--- src/rtl/core/assert_macros.svh ---
// ----------------------------------------------------------------------------
// assert_macros.svh
// shared concurrent assertion macros
// ----------------------------------------------------------------------------
`ifndef ASSERT_MACROS_SVH
`define ASSERT_MACROS_SVH

// clocked assertion, disabled while reset is asserted
`define ASSERT_CLK(lbl, prop, msg) \
    lbl: assert property (@(posedge i_clk) disable iff (!i_rst_n) prop) else $error(msg);

// implication form: antecedent holds -> consequent holds on the same edge
`define ASSERT_IMPL(lbl, ante, cons, msg) \
    `ASSERT_CLK(lbl, (ante) |-> (cons), msg)

`endif

--- src/rtl/core/mls_pkg.sv ---
// ----------------------------------------------------------------------------
// mls_pkg
// types, constants and helpers of the lane scheduler
// ----------------------------------------------------------------------------
package mls_pkg;

    localparam int LANES       = 8;
    localparam int LANE_W      = $clog2(LANES);
    localparam int NIB_W       = 4;
    localparam int STACK_W     = (LANES + 1) * NIB_W;
    localparam int TAG_W       = 16;
    localparam int LEN_W       = 20;
    localparam int BLK_W       = 16;
    localparam int KS_W        = 2;
    localparam int KIND_W      = 2;
    localparam int BLOCK_SHIFT = 4;    // 16-byte blocks

    localparam logic [BLK_W-1:0] EMPTY_MARK = 16'hFFFF;
    localparam logic [BLK_W-1:0] MAX_BLOCKS = 16'hFFFE;
    localparam logic [NIB_W-1:0] STACK_MARK = 4'hF;

    localparam int CQ_DEPTH = 2;
    localparam int CQ_PTR_W = $clog2(CQ_DEPTH);
    localparam int RQ_DEPTH = 4;
    localparam int RQ_PTR_W = $clog2(RQ_DEPTH);

    typedef enum logic [KIND_W-1:0] {
        KIND_QUEUED = 2'd0,
        KIND_RUN    = 2'd1,
        KIND_DONE   = 2'd2
    } t_kind;

    typedef enum logic [2:0] {
        S_IDLE,
        S_QUEUED,
        S_MIN,
        S_SUB,
        S_RUN,
        S_DONE
    } t_eng_state;

    typedef struct packed {
        logic [TAG_W-1:0] tag;
        logic [BLK_W-1:0] blocks;
    } t_cmd;

    typedef struct packed {
        t_kind             kind;
        logic [LANE_W-1:0] lane;
        logic [TAG_W-1:0]  tag;
        logic [BLK_W-1:0]  blocks;
        logic [KS_W-1:0]   key_size;
        logic              last;
    } t_result;

    // lanes 0..LANES-1 from the top, marker at the bottom
    function automatic logic [STACK_W-1:0] stack_reset();
        logic [STACK_W-1:0] s;
        s = STACK_W'(STACK_MARK);
        for (int i = LANES - 1; i >= 0; i--) begin
            s = {s[STACK_W-NIB_W-1:0], NIB_W'(i)};
        end
        return s;
    endfunction

endpackage

--- src/rtl/core/mls_front.sv ---
// ----------------------------------------------------------------------------
// mls_front
// takes submissions, converts bytes to saturated blocks, queues commands
// ----------------------------------------------------------------------------
module mls_front (
    input  logic                        i_clk,
    input  logic                        i_rst_n,
    input  logic                        push,
    output logic                        full,
    input  logic [mls_pkg::TAG_W-1:0]   i_job_tag,
    input  logic [mls_pkg::LEN_W-1:0]   i_len_bytes,
    output logic                        o_cmd_valid,
    output mls_pkg::t_cmd               o_cmd,
    input  logic                        i_cmd_pop
);
    import mls_pkg::*;

    t_cmd                r_q [CQ_DEPTH];
    logic [CQ_PTR_W-1:0] r_wr, n_wr;
    logic [CQ_PTR_W-1:0] r_rd, n_rd;
    logic [CQ_PTR_W:0]   r_cnt, n_cnt;
    logic                wr_en, rd_en;
    logic [BLK_W-1:0]    blk_raw;
    t_cmd                cmd_in;

    assign blk_raw = i_len_bytes[LEN_W-1:BLOCK_SHIFT];

    always_comb begin
        cmd_in.tag    = i_job_tag;
        cmd_in.blocks = (blk_raw > MAX_BLOCKS) ? MAX_BLOCKS : blk_raw;
    end

    assign full        = (r_cnt == (CQ_PTR_W+1)'(CQ_DEPTH));
    assign o_cmd_valid = (r_cnt != '0);
    assign o_cmd       = r_q[r_rd];
    assign wr_en       = push && !full;
    assign rd_en       = i_cmd_pop && o_cmd_valid;

    always_comb begin
        n_wr  = wr_en ? r_wr + 1'b1 : r_wr;
        n_rd  = rd_en ? r_rd + 1'b1 : r_rd;
        n_cnt = r_cnt;
        if (wr_en && !rd_en) begin
            n_cnt = r_cnt + 1'b1;
        end else if (rd_en && !wr_en) begin
            n_cnt = r_cnt - 1'b1;
        end
    end

    always_ff @(posedge i_clk) begin
        if (!i_rst_n) begin
            r_wr  <= '0;
            r_rd  <= '0;
            r_cnt <= '0;
        end else begin
            r_wr  <= n_wr;
            r_rd  <= n_rd;
            r_cnt <= n_cnt;
        end
    end

    always_ff @(posedge i_clk) begin
        if (wr_en) begin
            r_q[r_wr] <= cmd_in;
        end
    end

endmodule

--- src/rtl/core/mls_engine.sv ---
// ----------------------------------------------------------------------------
// mls_engine
// lane state, free stack, min search, run issue and completion scan
// ----------------------------------------------------------------------------
module mls_engine (
    input  logic                        i_clk,
    input  logic                        i_rst_n,
    input  logic                        i_cfg_we,
    input  logic [mls_pkg::KS_W-1:0]    i_cfg_wdata,
    input  logic                        i_cmd_valid,
    input  mls_pkg::t_cmd               i_cmd,
    output logic                        o_cmd_pop,
    output logic                        o_res_push,
    output mls_pkg::t_result            o_res,
    input  logic                        i_res_full
);
    import mls_pkg::*;

    t_eng_state          r_state, n_state;
    logic [LANE_W-1:0]   r_idx;
    logic [STACK_W-1:0]  r_stack;
    logic [BLK_W-1:0]    r_rem [LANES];
    logic [TAG_W-1:0]    r_tag [LANES];
    logic [BLK_W-1:0]    r_min;
    logic [LANES-1:0]    r_zmask;
    logic [KS_W-1:0]     r_ks;
    logic [LANE_W-1:0]   r_res_lane;
    logic [TAG_W-1:0]    r_res_tag;

    logic [NIB_W-1:0]    top_nib;
    logic [LANE_W-1:0]   top_lane;
    logic                lane_ok;
    logic [STACK_W-1:0]  stack_pop;
    logic                fills_last;
    logic                idx_end;
    logic                cur_zero;
    logic [LANES-1:0]    zm_shift;
    logic                higher_zero;
    logic                scan_step;

    assign top_nib    = r_stack[NIB_W-1:0];
    assign top_lane   = top_nib[LANE_W-1:0];
    assign lane_ok    = (top_nib < NIB_W'(LANES));
    assign stack_pop  = r_stack >> NIB_W;
    assign fills_last = (stack_pop == STACK_W'(STACK_MARK));
    assign idx_end    = (r_idx == LANE_W'(LANES - 1));
    assign cur_zero   = r_zmask[r_idx];
    assign zm_shift   = r_zmask >> r_idx;
    assign higher_zero = |zm_shift[LANES-1:1];
    assign scan_step  = !cur_zero || !i_res_full;

    // next state
    always_comb begin
        n_state = r_state;
        unique case (r_state)
            S_IDLE: begin
                if (i_cmd_valid && lane_ok) begin
                    n_state = fills_last ? S_MIN : S_QUEUED;
                end
            end
            S_QUEUED: begin
                if (!i_res_full) n_state = S_IDLE;
            end
            S_MIN: begin
                if (idx_end) n_state = S_SUB;
            end
            S_SUB: begin
                n_state = S_RUN;
            end
            S_RUN: begin
                if (!i_res_full) n_state = S_DONE;
            end
            S_DONE: begin
                if (scan_step && idx_end) n_state = S_IDLE;
            end
            default: n_state = S_IDLE;
        endcase
    end

    // outputs
    always_comb begin
        o_cmd_pop  = 1'b0;
        o_res_push = 1'b0;
        o_res      = '0;
        unique case (r_state)
            S_IDLE: begin
                o_cmd_pop = i_cmd_valid;
            end
            S_QUEUED: begin
                o_res_push  = !i_res_full;
                o_res.kind  = KIND_QUEUED;
                o_res.lane  = r_res_lane;
                o_res.tag   = r_res_tag;
                o_res.last  = 1'b1;
            end
            S_RUN: begin
                o_res_push     = !i_res_full;
                o_res.kind     = KIND_RUN;
                o_res.blocks   = r_min;
                o_res.key_size = r_ks;
                o_res.last     = (r_zmask == '0);
            end
            S_DONE: begin
                o_res_push = cur_zero && !i_res_full;
                o_res.kind = KIND_DONE;
                o_res.lane = r_idx;
                o_res.tag  = r_tag[r_idx];
                o_res.last = !higher_zero;
            end
            S_MIN, S_SUB: begin
            end
            default: begin
            end
        endcase
    end

    always_ff @(posedge i_clk) begin
        if (!i_rst_n) begin
            r_state <= S_IDLE;
            r_idx   <= '0;
            r_stack <= stack_reset();
            r_ks    <= '0;
            for (int i = 0; i < LANES; i++) begin
                r_rem[i] <= EMPTY_MARK;
            end
        end else begin
            r_state <= n_state;
            if (i_cfg_we) begin
                r_ks <= i_cfg_wdata;
            end
            case (r_state)
                S_IDLE: begin
                    r_idx <= '0;
                    if (i_cmd_valid && lane_ok) begin
                        r_rem[top_lane] <= i_cmd.blocks;
                        r_stack         <= stack_pop;
                    end
                end
                S_MIN: begin
                    r_idx <= idx_end ? '0 : r_idx + 1'b1;
                end
                S_SUB: begin
                    for (int i = 0; i < LANES; i++) begin
                        r_rem[i] <= r_rem[i] - r_min;
                    end
                end
                S_DONE: begin
                    if (scan_step) begin
                        r_idx <= idx_end ? '0 : r_idx + 1'b1;
                        if (cur_zero) begin
                            r_rem[r_idx] <= EMPTY_MARK;
                            r_stack <= {r_stack[STACK_W-NIB_W-1:0], NIB_W'(r_idx)};
                        end
                    end
                end
                default: begin
                end
            endcase
        end
    end

    // payload registers
    always_ff @(posedge i_clk) begin
        case (r_state)
            S_IDLE: begin
                r_min <= EMPTY_MARK;
                if (i_cmd_valid && lane_ok) begin
                    r_tag[top_lane] <= i_cmd.tag;
                    r_res_lane      <= top_lane;
                    r_res_tag       <= i_cmd.tag;
                end
            end
            S_MIN: begin
                if (r_rem[r_idx] < r_min) r_min <= r_rem[r_idx];
            end
            S_SUB: begin
                for (int i = 0; i < LANES; i++) begin
                    r_zmask[i] <= (r_rem[i] == r_min);
                end
            end
            default: begin
            end
        endcase
    end

endmodule

--- src/rtl/core/mls_res_queue.sv ---
// ----------------------------------------------------------------------------
// mls_res_queue
// result queue towards the consumer
// ----------------------------------------------------------------------------
module mls_res_queue (
    input  logic                i_clk,
    input  logic                i_rst_n,
    input  logic                i_push,
    input  mls_pkg::t_result    i_res,
    output logic                o_full,
    output logic                empty,
    input  logic                pop,
    output mls_pkg::t_result    o_res
);
    import mls_pkg::*;

    t_result             r_q [RQ_DEPTH];
    logic [RQ_PTR_W-1:0] r_wr;
    logic [RQ_PTR_W-1:0] r_rd;
    logic [RQ_PTR_W:0]   r_cnt, n_cnt;
    logic                wr_en, rd_en;

    assign o_full = (r_cnt == (RQ_PTR_W+1)'(RQ_DEPTH));
    assign empty  = (r_cnt == '0);
    assign o_res  = r_q[r_rd];
    assign wr_en  = i_push && !o_full;
    assign rd_en  = pop && !empty;

    always_comb begin
        n_cnt = r_cnt;
        if (wr_en && !rd_en) begin
            n_cnt = r_cnt + 1'b1;
        end else if (rd_en && !wr_en) begin
            n_cnt = r_cnt - 1'b1;
        end
    end

    always_ff @(posedge i_clk) begin
        if (!i_rst_n) begin
            r_wr  <= '0;
            r_rd  <= '0;
            r_cnt <= '0;
        end else begin
            r_cnt <= n_cnt;
            if (wr_en) r_wr <= r_wr + 1'b1;
            if (rd_en) r_rd <= r_rd + 1'b1;
        end
    end

    always_ff @(posedge i_clk) begin
        if (wr_en) begin
            r_q[r_wr] <= i_res;
        end
    end

endmodule

--- src/rtl/core/multibuffer_lane_scheduler.sv ---
// ----------------------------------------------------------------------------
// multibuffer_lane_scheduler
// job scheduler for an eight-lane multi-buffer cipher engine
// ----------------------------------------------------------------------------
// submissions enter through push/full, one transaction per job (tag, bytes)
// results leave through empty/pop: queued, run and completed transactions
// key size is written through i_cfg_we/i_cfg_wdata; the user writes it
// only while the block is idle, the block itself does not enforce it
// a job that leaves a free lane gives one queued result, written to the
// result queue from S_QUEUED once the engine has popped the job
// the job that takes the last lane starts a min search over the lanes, one
// lane a cycle, then a subtract step, the run result and a completion
// scan of one lane a cycle, held at a finished lane when the queue is full
// the front queue holds two jobs, so submissions keep being taken while
// the engine works or results wait; the result queue holds four results
// and the engine stalls in place when it must push a result and it is full
// reset (synchronous, active low) frees every lane, marks every lane empty
// and sets the 2-bit key size code to 0; both queues empty
// ----------------------------------------------------------------------------
`include "assert_macros.svh"

module multibuffer_lane_scheduler (
    input  logic                         i_clk,
    input  logic                         i_rst_n,
    // configuration
    input  logic                         i_cfg_we,
    input  logic [mls_pkg::KS_W-1:0]     i_cfg_wdata,
    // submissions
    input  logic                         push,
    output logic                         full,
    input  logic [mls_pkg::TAG_W-1:0]    i_job_tag,
    input  logic [mls_pkg::LEN_W-1:0]    i_len_bytes,
    // results
    output logic                         empty,
    input  logic                         pop,
    output logic [mls_pkg::KIND_W-1:0]   o_kind,
    output logic [mls_pkg::LANE_W-1:0]   o_lane,
    output logic [mls_pkg::TAG_W-1:0]    o_job_tag_res,
    output logic [mls_pkg::BLK_W-1:0]    o_blocks,
    output logic [mls_pkg::KS_W-1:0]     o_run_key_size,
    output logic                         o_last
);
    import mls_pkg::*;

    // front to engine command link
    logic    cmd_valid;
    logic    cmd_pop;
    t_cmd    cmd;

    // engine to result queue link
    logic    res_push;
    logic    res_full;
    t_result res_in;
    t_result res_out;

    // result kinds as seen by the consumer
    logic    out_run;
    logic    out_queued;

    // accept and classify: bytes to saturated block count
    mls_front u_front (
        .i_clk       (i_clk),
        .i_rst_n     (i_rst_n),
        .push        (push),
        .full        (full),
        .i_job_tag   (i_job_tag),
        .i_len_bytes (i_len_bytes),
        .o_cmd_valid (cmd_valid),
        .o_cmd       (cmd),
        .i_cmd_pop   (cmd_pop)
    );

    // lane bookkeeping and result generation
    mls_engine u_engine (
        .i_clk       (i_clk),
        .i_rst_n     (i_rst_n),
        .i_cfg_we    (i_cfg_we),
        .i_cfg_wdata (i_cfg_wdata),
        .i_cmd_valid (cmd_valid),
        .i_cmd       (cmd),
        .o_cmd_pop   (cmd_pop),
        .o_res_push  (res_push),
        .o_res       (res_in),
        .i_res_full  (res_full)
    );

    // results wait here for the consumer
    mls_res_queue u_res_queue (
        .i_clk   (i_clk),
        .i_rst_n (i_rst_n),
        .i_push  (res_push),
        .i_res   (res_in),
        .o_full  (res_full),
        .empty   (empty),
        .pop     (pop),
        .o_res   (res_out)
    );

    assign o_kind         = res_out.kind;
    assign o_lane         = res_out.lane;
    assign o_job_tag_res  = res_out.tag;
    assign o_blocks       = res_out.blocks;
    assign o_run_key_size = res_out.key_size;
    assign o_last         = res_out.last;

    assign out_run    = !empty && (o_kind == KIND_RUN);
    assign out_queued = !empty && (o_kind == KIND_QUEUED);

    // only the three defined result kinds ever reach the consumer
    `ASSERT_IMPL(a_kind_defined, !empty, o_kind <= KIND_DONE, "undefined result kind")

    // a run result carries no lane and no tag
    `ASSERT_IMPL(a_run_clean, out_run, {o_lane, o_job_tag_res} == '0, "run with lane or tag")

    // a queued job is always the only result of its submission
    `ASSERT_IMPL(a_queued_last, out_queued, o_last, "queued result without last")

    // the engine never pushes into a full result queue
    `ASSERT_IMPL(a_no_overflow, res_push, !res_full, "push into full result queue")

endmodule

--- config.mk ---
export PLATFORM = sky130hd
export DESIGN_NAME = multibuffer_lane_scheduler
export DESIGN_NICKNAME = d
export VERILOG_FILES = /design/src/rtl/core/mls_pkg.sv /design/src/rtl/core/mls_front.sv /design/src/rtl/core/mls_engine.sv /design/src/rtl/core/mls_res_queue.sv /design/src/rtl/core/multibuffer_lane_scheduler.sv
export VERILOG_INCLUDE_DIRS = /design/src /design/src/rtl/core
export SDC_FILE = /design/constraint.sdc
export NUM_CORES = 1
export LEC_CHECK = 0
export BUFFER_PORTS_ARGS = -buffer_cell sky130_fd_sc_hd__buf_4
export CAP_MARGIN = 10
export CORE_ASPECT_RATIO = 1.75
export CORE_MARGIN = 2
export CORE_UTILIZATION = 40
export CTS_CLUSTER_SIZE = 16
export DETAILED_ROUTE_END_ITERATION = 16
export PLACE_DENSITY = 0.65
export SYNTH_ARGS = -nofsm -noshare
export SYNTH_HDL_FRONTEND = slang
export SYNTH_SLANG_ARGS = --single-unit
--- constraint.sdc ---
create_clock -name i_clk -period 9.65 [get_ports i_clk]
set_input_delay 1.4475 -clock i_clk [delete_from_list [all_inputs] [get_ports i_clk]]
set_output_delay 1.4475 -clock i_clk [all_outputs]
set_load 0.02 [all_outputs]
==> impl_metrics.env, run 1 <==
export IMPL_outcome="finished clean"
export IMPL_clkPwrFrac_pct=29.5
export IMPL_setup_tns_ns=0
export IMPL_core_mm2=0.07522
export IMPL_vias_per_cell=5.995
export IMPL_wl_per_cell_um=25.05
export IMPL_drive_above_1_share_pct=16.04
export IMPL_num_rows=133
export IMPL_synth_commonest_cells="edfxtp_1, nor2_1, nand2_1"
export IMPL_syn_to_final_growth_pct=11.40
export IMPL_antenna_found_initial=0
export IMPL_cts_setup_buffers=0
export IMPL_seqPwrFrac_pct=44.9
export IMPL_r2r_cells=11
export IMPL_critPathRequiredTime_ns=9.96
export IMPL_htree_levels=2
export IMPL_gp_congestion=0.9931
export IMPL_r2r_end="u_engine.r_min[2]"
export IMPL_initial_core_util_pct=40.50
export IMPL_p_int_mw=5.225
export IMPL_grtUsageMet1_pct=23.82
export IMPL_nFillCells=6737
export IMPL_die_w_um=212.6
export IMPL_dieArea_mm2=0.07847
export IMPL_yosysWarnings=0
export IMPL_cts_num_sinks=584
export IMPL_cp_end_kind="flop"
export IMPL_die_y_um=369.1
export IMPL_final_setup_viol_count=0
export IMPL_cp_arrival_ns=5.21
export IMPL_drcViolationCount=0
export IMPL_overflow=0
export IMPL_vias=20680
export IMPL_p_switching_mw=2.349
export IMPL_path_class="reg2reg"
export IMPL_power_density_mw_per_mm2=223.2
export IMPL_grt_pass1_vias=21380
export IMPL_comb_power_share_pct=25.6
export IMPL_worst_pin_slew_ns=1.241
export IMPL_first_iter_violations=1755
export IMPL_syn_num_nets=2551
export IMPL_post_synth_top_count_cell="edfxtp_1"
export IMPL_ir_worst_vdd_v=0.0001313
export IMPL_top_level_ports=85
export IMPL_drt_wl_total_mm=86.43
export IMPL_nets=2592
export IMPL_drv_slew=0
export IMPL_avgSynthCellArea_um2=12.93
export IMPL_grt_first_pass_wirelength_mm=129.6
export IMPL_yosys_most_used_dff="edfxtp_1"
export IMPL_path_clk_slew_ns=0.07
export IMPL_ctsResizeCount=0
export IMPL_finalNonFillerCells=3450
export IMPL_crit_end="u_engine.r_min[2]"
export IMPL_clock_latency_ns=0.61
export IMPL_worst_hold_slack_ns=0.5133
export IMPL_synth_top_area_share_pct=51.55
export IMPL_grt_usage_pct=22.09
export IMPL_clock_skew_ns=0.01786
export IMPL_finalCritPeriodShare_pct=50.80
export IMPL_rrSetupSlack_ns=4.75
export IMPL_synth_area_leaders="edfxtp_1, mux4_2, ha_1, dfxtp_1, nor2_1"
export IMPL_grt_max_degree=64
export IMPL_drv_cap=0
export IMPL_dp_cells=3355
export IMPL_synth_area_mm2=0.03047
export IMPL_cts_buffers=52
export IMPL_ys_types=84
export IMPL_relSlewSlack_pct=14.92
export IMPL_grt_busiest_layer="met2"
export IMPL_dr_pass1_iters=6
export IMPL_use_met3_pct=2.665
export IMPL_drtAntennaViolNets=0
export IMPL_synth_edf_count=523
export IMPL_synth_area_leader_cell="edfxtp_1"
export IMPL_synth_seq_area_share_pct=55.56
export IMPL_fmaxAchievable_ghz=0.2040
export IMPL_worstPathMaxFanout=32
export IMPL_io_buffers=80
export IMPL_rsz0062_at_grt="no"
export IMPL_synthArstFlopShare_pct=0
export IMPL_yosys_register_bits=584
export IMPL_critPathLaunchType="flop"
export IMPL_cts_root_buf="clkbuf_16"
export IMPL_swShare_pct=31.01
export IMPL_cts_max_path_buffers=3
export IMPL_n_antenna_cell=0
export IMPL_hold_class="reg2reg"
export IMPL_hold_viol=0
export IMPL_grt_met2_usage_pct=39.13
export IMPL_synth_cells=2356
export IMPL_post_route_min_period_ns=4.902
export IMPL_ctsHoldBuffers=0
export IMPL_cts_tree="built"
export IMPL_hpwl_mm=62.13
export IMPL_leakage_nw=11.63
-- kinds of logic after synthesis --
logic type	after synthesis	share of synthesized area, %
adder cells (fa/ha/maj)	152	6.464
AND/OR/NAND/NOR	622	10.27
buffers and inverters	180	2.485
flip-flops	584	55.56
XOR/XNOR	104	2.990
AO/OA/AOI/OAI	528	11.70
multiplexers	186	10.53
-- power by group through the flow --
stage	Combinational, mW	Sequential (mW)	Clock [mW]
after floorplan	1.29	3.37	0
after global placement	1.90	3.43	0
after detailed placement	1.94	3.46	0
after CTS	1.95	3.40	2.27
after global routing	2.08	3.43	2.37
final	1.94	3.40	2.24
-- flip-flops by register name, indices dropped and copies added (netlist names), named ones only --
register	flops
u_res_queue.r_q	160
u_engine.r_rem	128
u_engine.r_tag	128
u_front.r_q	64
u_engine.r_stack	36
u_engine.r_min	16
u_engine.r_res_tag	16
u_engine.r_zmask	8
u_engine.r_idx	3
u_engine.r_res_lane	3
u_engine.r_state	3
u_res_queue.r_cnt	3
u_engine.r_ks	2
u_front.r_cnt	2
u_res_queue.r_rd	2
u_res_queue.r_wr	2
u_front.r_rd	1
u_front.r_wr	1
-- how the worst min path moves through the flow --
stage / startpoint / to / slack [ns] / cells after the start
global placement: u_engine.r_ks[1] / u_engine.r_ks[1] / 0.48 / 2
finish: u_front.r_rd / u_front.r_rd / 0.51 / 2
CTS: u_engine.r_stack[32] / u_engine.r_stack[32] / 0.51 / 2
global route: u_engine.r_stack[32] / u_engine.r_stack[32] / 0.54 / 2
floorplan: u_engine.r_stack[1] / u_engine.r_res_lane[1] / 0.41 / 0
detailed placement: u_front.r_rd / flop / 0.49 / 2
-- placed cells by master, fill, tap and decap left out, types with 8 or more instances in the layout --
cell type / instances
a211oi_1: 25
a211oi_2: 9
a21o_1: 35
a21oi_1: 111
a22oi_1: 67
a311oi_1: 19
a31oi_1: 17
and2_1: 10
and3_1: 23
buf_4: 111
bufinv_16: 9
clkbuf_1: 9
clkbuf_16: 53
dfxtp_1: 54
edfxtp_1: 523
fa_1: 9
ha_1: 143
inv_1: 51
mux2_2: 36
mux2i_1: 46
mux4_2: 104
nand2_1: 149
nand2b_1: 47
nand3_1: 34
nand4_1: 25
nor2_1: 155
nor2b_1: 31
nor3_1: 33
nor4_1: 40
o211ai_1: 16
o21a_1: 29
o21ai_0: 99
o21bai_1: 10
o31a_1: 12
o31ai_1: 11
or3_1: 16
or4_1: 8
xnor2_1: 56
xor2_1: 48
-- critical path, cell delays in order (launching register included) --
cell	delay, ns
dfxtp_4	0.79
buf_4	0.69
mux4_2	0.64
mux2_2	0.30
ha_1	0.32
a21o_1	0.18
a21o_1	0.17
a221oi_1	0.26
buf_4	0.22
nor4_1	0.06
o21ai_1	0.55
buf_4	0.35
-- per-stage QoR --
stage	utilization (%)	power (mW)	instance area [µm²]	setup WS, ns
after global placement	42.71	5.336	32130	4.700
final	45.12	7.574	33940	4.748
after detailed placement	42.71	5.399	32130	4.662
after floorplan	-	4.665	30470	5.230
after CTS	45.12	7.626	33940	4.652
after global routing	45.12	7.882	33940	4.416
-- layer usage --
layer,vias to the layer above,part of all wire [%]
met4,0,8.7
met1,10380,35
met5,-,0
li1,9282,-
met2,739,51
met3,285,5.0
-- layout make-up --
type	instances	area (µm²)	area share, %
tap	1012	1266	3.731
clock buffer	63	1374	4.048
inverter	56	216.5	0.6378
clock inverter	32	437.9	1.290
timing repair buffer	111	833.3	2.455
sequential	584	16940	49.91
multi-input combinational	1592	12870	37.93
No activity file was read; power rests on OpenSTA's default activity.
==> run 2, diff against run 1 <==
--- a/config.mk
+++ b/config.mk
@@ -13,7 +13,7 @@
 export CORE_UTILIZATION = 40
 export CTS_CLUSTER_SIZE = 16
 export DETAILED_ROUTE_END_ITERATION = 16
-export PLACE_DENSITY = 0.65
+export PLACE_DENSITY = 0.67
 export SYNTH_ARGS = -nofsm -noshare
 export SYNTH_HDL_FRONTEND = slang
 export SYNTH_SLANG_ARGS = --single-unit
==> constraint.sdc (replaced) <==
create_clock -name i_clk -period 4.3 [get_ports i_clk]
set_input_delay 0.645 -clock i_clk [delete_from_list [all_inputs] [get_ports i_clk]]
set_output_delay 0.645 -clock i_clk [all_outputs]
set_load 0.02 [all_outputs]
==> impl_metrics.env, run 2 (synthesis results as in run 1) <==
export IMPL_dieArea_mm2=0.07847
export IMPL_worstPathMaxFanout=12
export IMPL_drv_slew=0
export IMPL_cts_max_path_buffers=3
export IMPL_fmaxAchievable_ghz=0.2735
export IMPL_cts_setup_buffers=0
export IMPL_final_area_mm2=0.03430
export IMPL_layout_common_cells="edfxtp_1, buf_4, nor2_1"
export IMPL_whs_path_depth=1
export IMPL_multi_input_comb_area_mm2=0.01283
export IMPL_power_density_mw_per_mm2=491.9
export IMPL_htree_levels=2
export IMPL_path_class="reg2reg"
export IMPL_cts_tree="built"
export IMPL_gp_congestion=0.9840
export IMPL_drcViolationCount=0
export IMPL_p_int_mw=11.60
export IMPL_drv_cap=0
export IMPL_io_buffers=80
export IMPL_largest_register_ffs=160
export IMPL_final_util_pct=45.60
export IMPL_hpwl_mm=63.00
export IMPL_core_mm2=0.07522
export IMPL_path_clk_slew_ns=0.07
export IMPL_drt_wl_total_mm=85.71
export IMPL_clock_latency_ns=0.63
export IMPL_area_sequential_mm2=0.01694
export IMPL_worst_pin_slew_ns=1.193
export IMPL_drive_above_1_share_pct=17.71
export IMPL_drtAntennaViolNets=0
export IMPL_hold_class="in2reg"
export IMPL_swShare_pct=31.22
export IMPL_min_delay_start="i_job_tag[9]"
export IMPL_grt_max_degree=93
export IMPL_seqPwrFrac_pct=45.4
export IMPL_outcome="finished clean"
export IMPL_grt_pass1_vias=21500
export IMPL_vias=20940
export IMPL_post_route_min_period_ns=3.657
export IMPL_initial_core_util_pct=40.50
export IMPL_final_common_cell="edfxtp_1"
export IMPL_clkPwrFrac_pct=28.7
export IMPL_first_iter_violations=1646
export IMPL_nets=2649
export IMPL_comb_power_share_pct=25.9
export IMPL_top_level_ports=85
export IMPL_relSlewSlack_pct=20.31
export IMPL_die_y_um=369.1
export IMPL_rsz0062_at_grt="no"
export IMPL_largestRegisters="u_res_queue.r_q x160, u_engine.r_rem x128, u_engine.r_tag x128"
export IMPL_critPathRequiredTime_ns=4.75
export IMPL_top_register="u_res_queue.r_q"
export IMPL_ir_worst_vdd_v=0.0002979
export IMPL_cts_buffers=54
export IMPL_nFillCells=6778
export IMPL_total_power_mw=16.87
export IMPL_cts_root_buf="clkbuf_16"
export IMPL_die_w_um=212.6
export IMPL_grt_first_pass_wirelength_mm=128.1
export IMPL_finalCritPeriodShare_pct=85.04
export IMPL_ctsHoldBuffers=0
export IMPL_setup_tns_ns=0
export IMPL_wl_per_cell_um=24.43
export IMPL_cts_num_sinks=584
export IMPL_reg2reg_from="u_engine.r_min[1]"
export IMPL_final_setup_viol_count=0
export IMPL_ctsResizeCount=0
export IMPL_syn_to_final_growth_pct=12.59
export IMPL_grt_usage_pct=21.75
export IMPL_critPathLaunchType="flop"
export IMPL_rrSetupSlack_ns=0.64
export IMPL_cp_arrival_ns=4.11
export IMPL_worst_hold_path_endpoint="u_front.r_q[1][25]"
export IMPL_antenna_found_initial=0
export IMPL_num_rows=133
export IMPL_p_switching_mw=5.268
export IMPL_dr_pass1_iters=8
export IMPL_clock_skew_ns=0.02589
export IMPL_hold_viol=0
export IMPL_r2r_cells=10
export IMPL_detailed_place_area_mm2=0.03251
export IMPL_r2r_end="u_engine.r_rem[6][13]"
export IMPL_vias_per_cell=5.967
export IMPL_cp_end_kind="flop"
export IMPL_leakage_nw=11.91
export IMPL_overflow=0
-- run 2: power groups by stage --
| stage | Combinational (mW) | Clock (mW) | Sequential (mW) |
|---|---|---|---|
| floorplan | 2.90 | 0 | 7.57 |
| CTS | 4.38 | 4.96 | 7.66 |
| global route | 4.70 | 5.14 | 7.74 |
| finish | 4.36 | 4.85 | 7.66 |
| detailed placement | 4.36 | 0 | 7.78 |
| global placement | 4.27 | 0 | 7.74 |
-- run 2: cell type report --
class,instances,share of cell area (%)
sequential,584,49.38
multi-input combinational,1592,37.41
clock buffer,59,4.144
tap,1012,3.691
timing repair buffer,166,3.670
clock inverter,39,1.069
inverter,56,0.6310
antenna,1,0.007295
-- run 2: routing by layer --
| layer | vias up | part of all wire [%] | GRT usage [%] |
|---|---|---|---|
| li1 | 9389 | - | - |
| met1 | 10510 | 35 | 23.37 |
| met2 | 793 | 53 | 40.17 |
| met3 | 245 | 4.9 | 2.453 |
| met4 | 0 | 6.9 | 13.62 |
| met5 | - | 0 | 0 |
-- run 2: how the worst max path moves through the flow --
stage	start	to	slack, ns	depth (start not counted)
after floorplan	flop	u_engine.r_min[0]	0.31	9
after global placement	flop	u_engine.r_min[0]	0.63	8
after detailed placement	flop	u_engine.r_min[3]	0.64	8
after CTS	flop	u_engine.r_min[8]	0.65	8
after global routing	u_engine.r_min[1]	u_engine.r_rem[6][13]	0.45	10
final	u_engine.r_min[1]	u_engine.r_rem[6][13]	0.64	10
-- run 2: critical path: stages, from the launching register on --
cell and delay (ns):
edfxtp_1 0.36, buf_4 0.20, inv_1 0.47, ha_1 0.35
nor2b_1 0.16, o31ai_1 0.37, a21oi_1 0.26, o41ai_2 0.57
o21ai_0 0.23, and4_4 0.24, a311oi_2 0.26
-- run 2: per-stage QoR --
stage	std cells	hold WS, ns	setup WS, ns
after floorplan	2356	0.4064	0.3111
after global placement	3410	0.4824	0.6290
after detailed placement	3410	0.4912	0.6378
after CTS	3508	0.1698	0.6501
after global routing	3508	0.1809	0.4522
final	3509	0.2068	0.6433
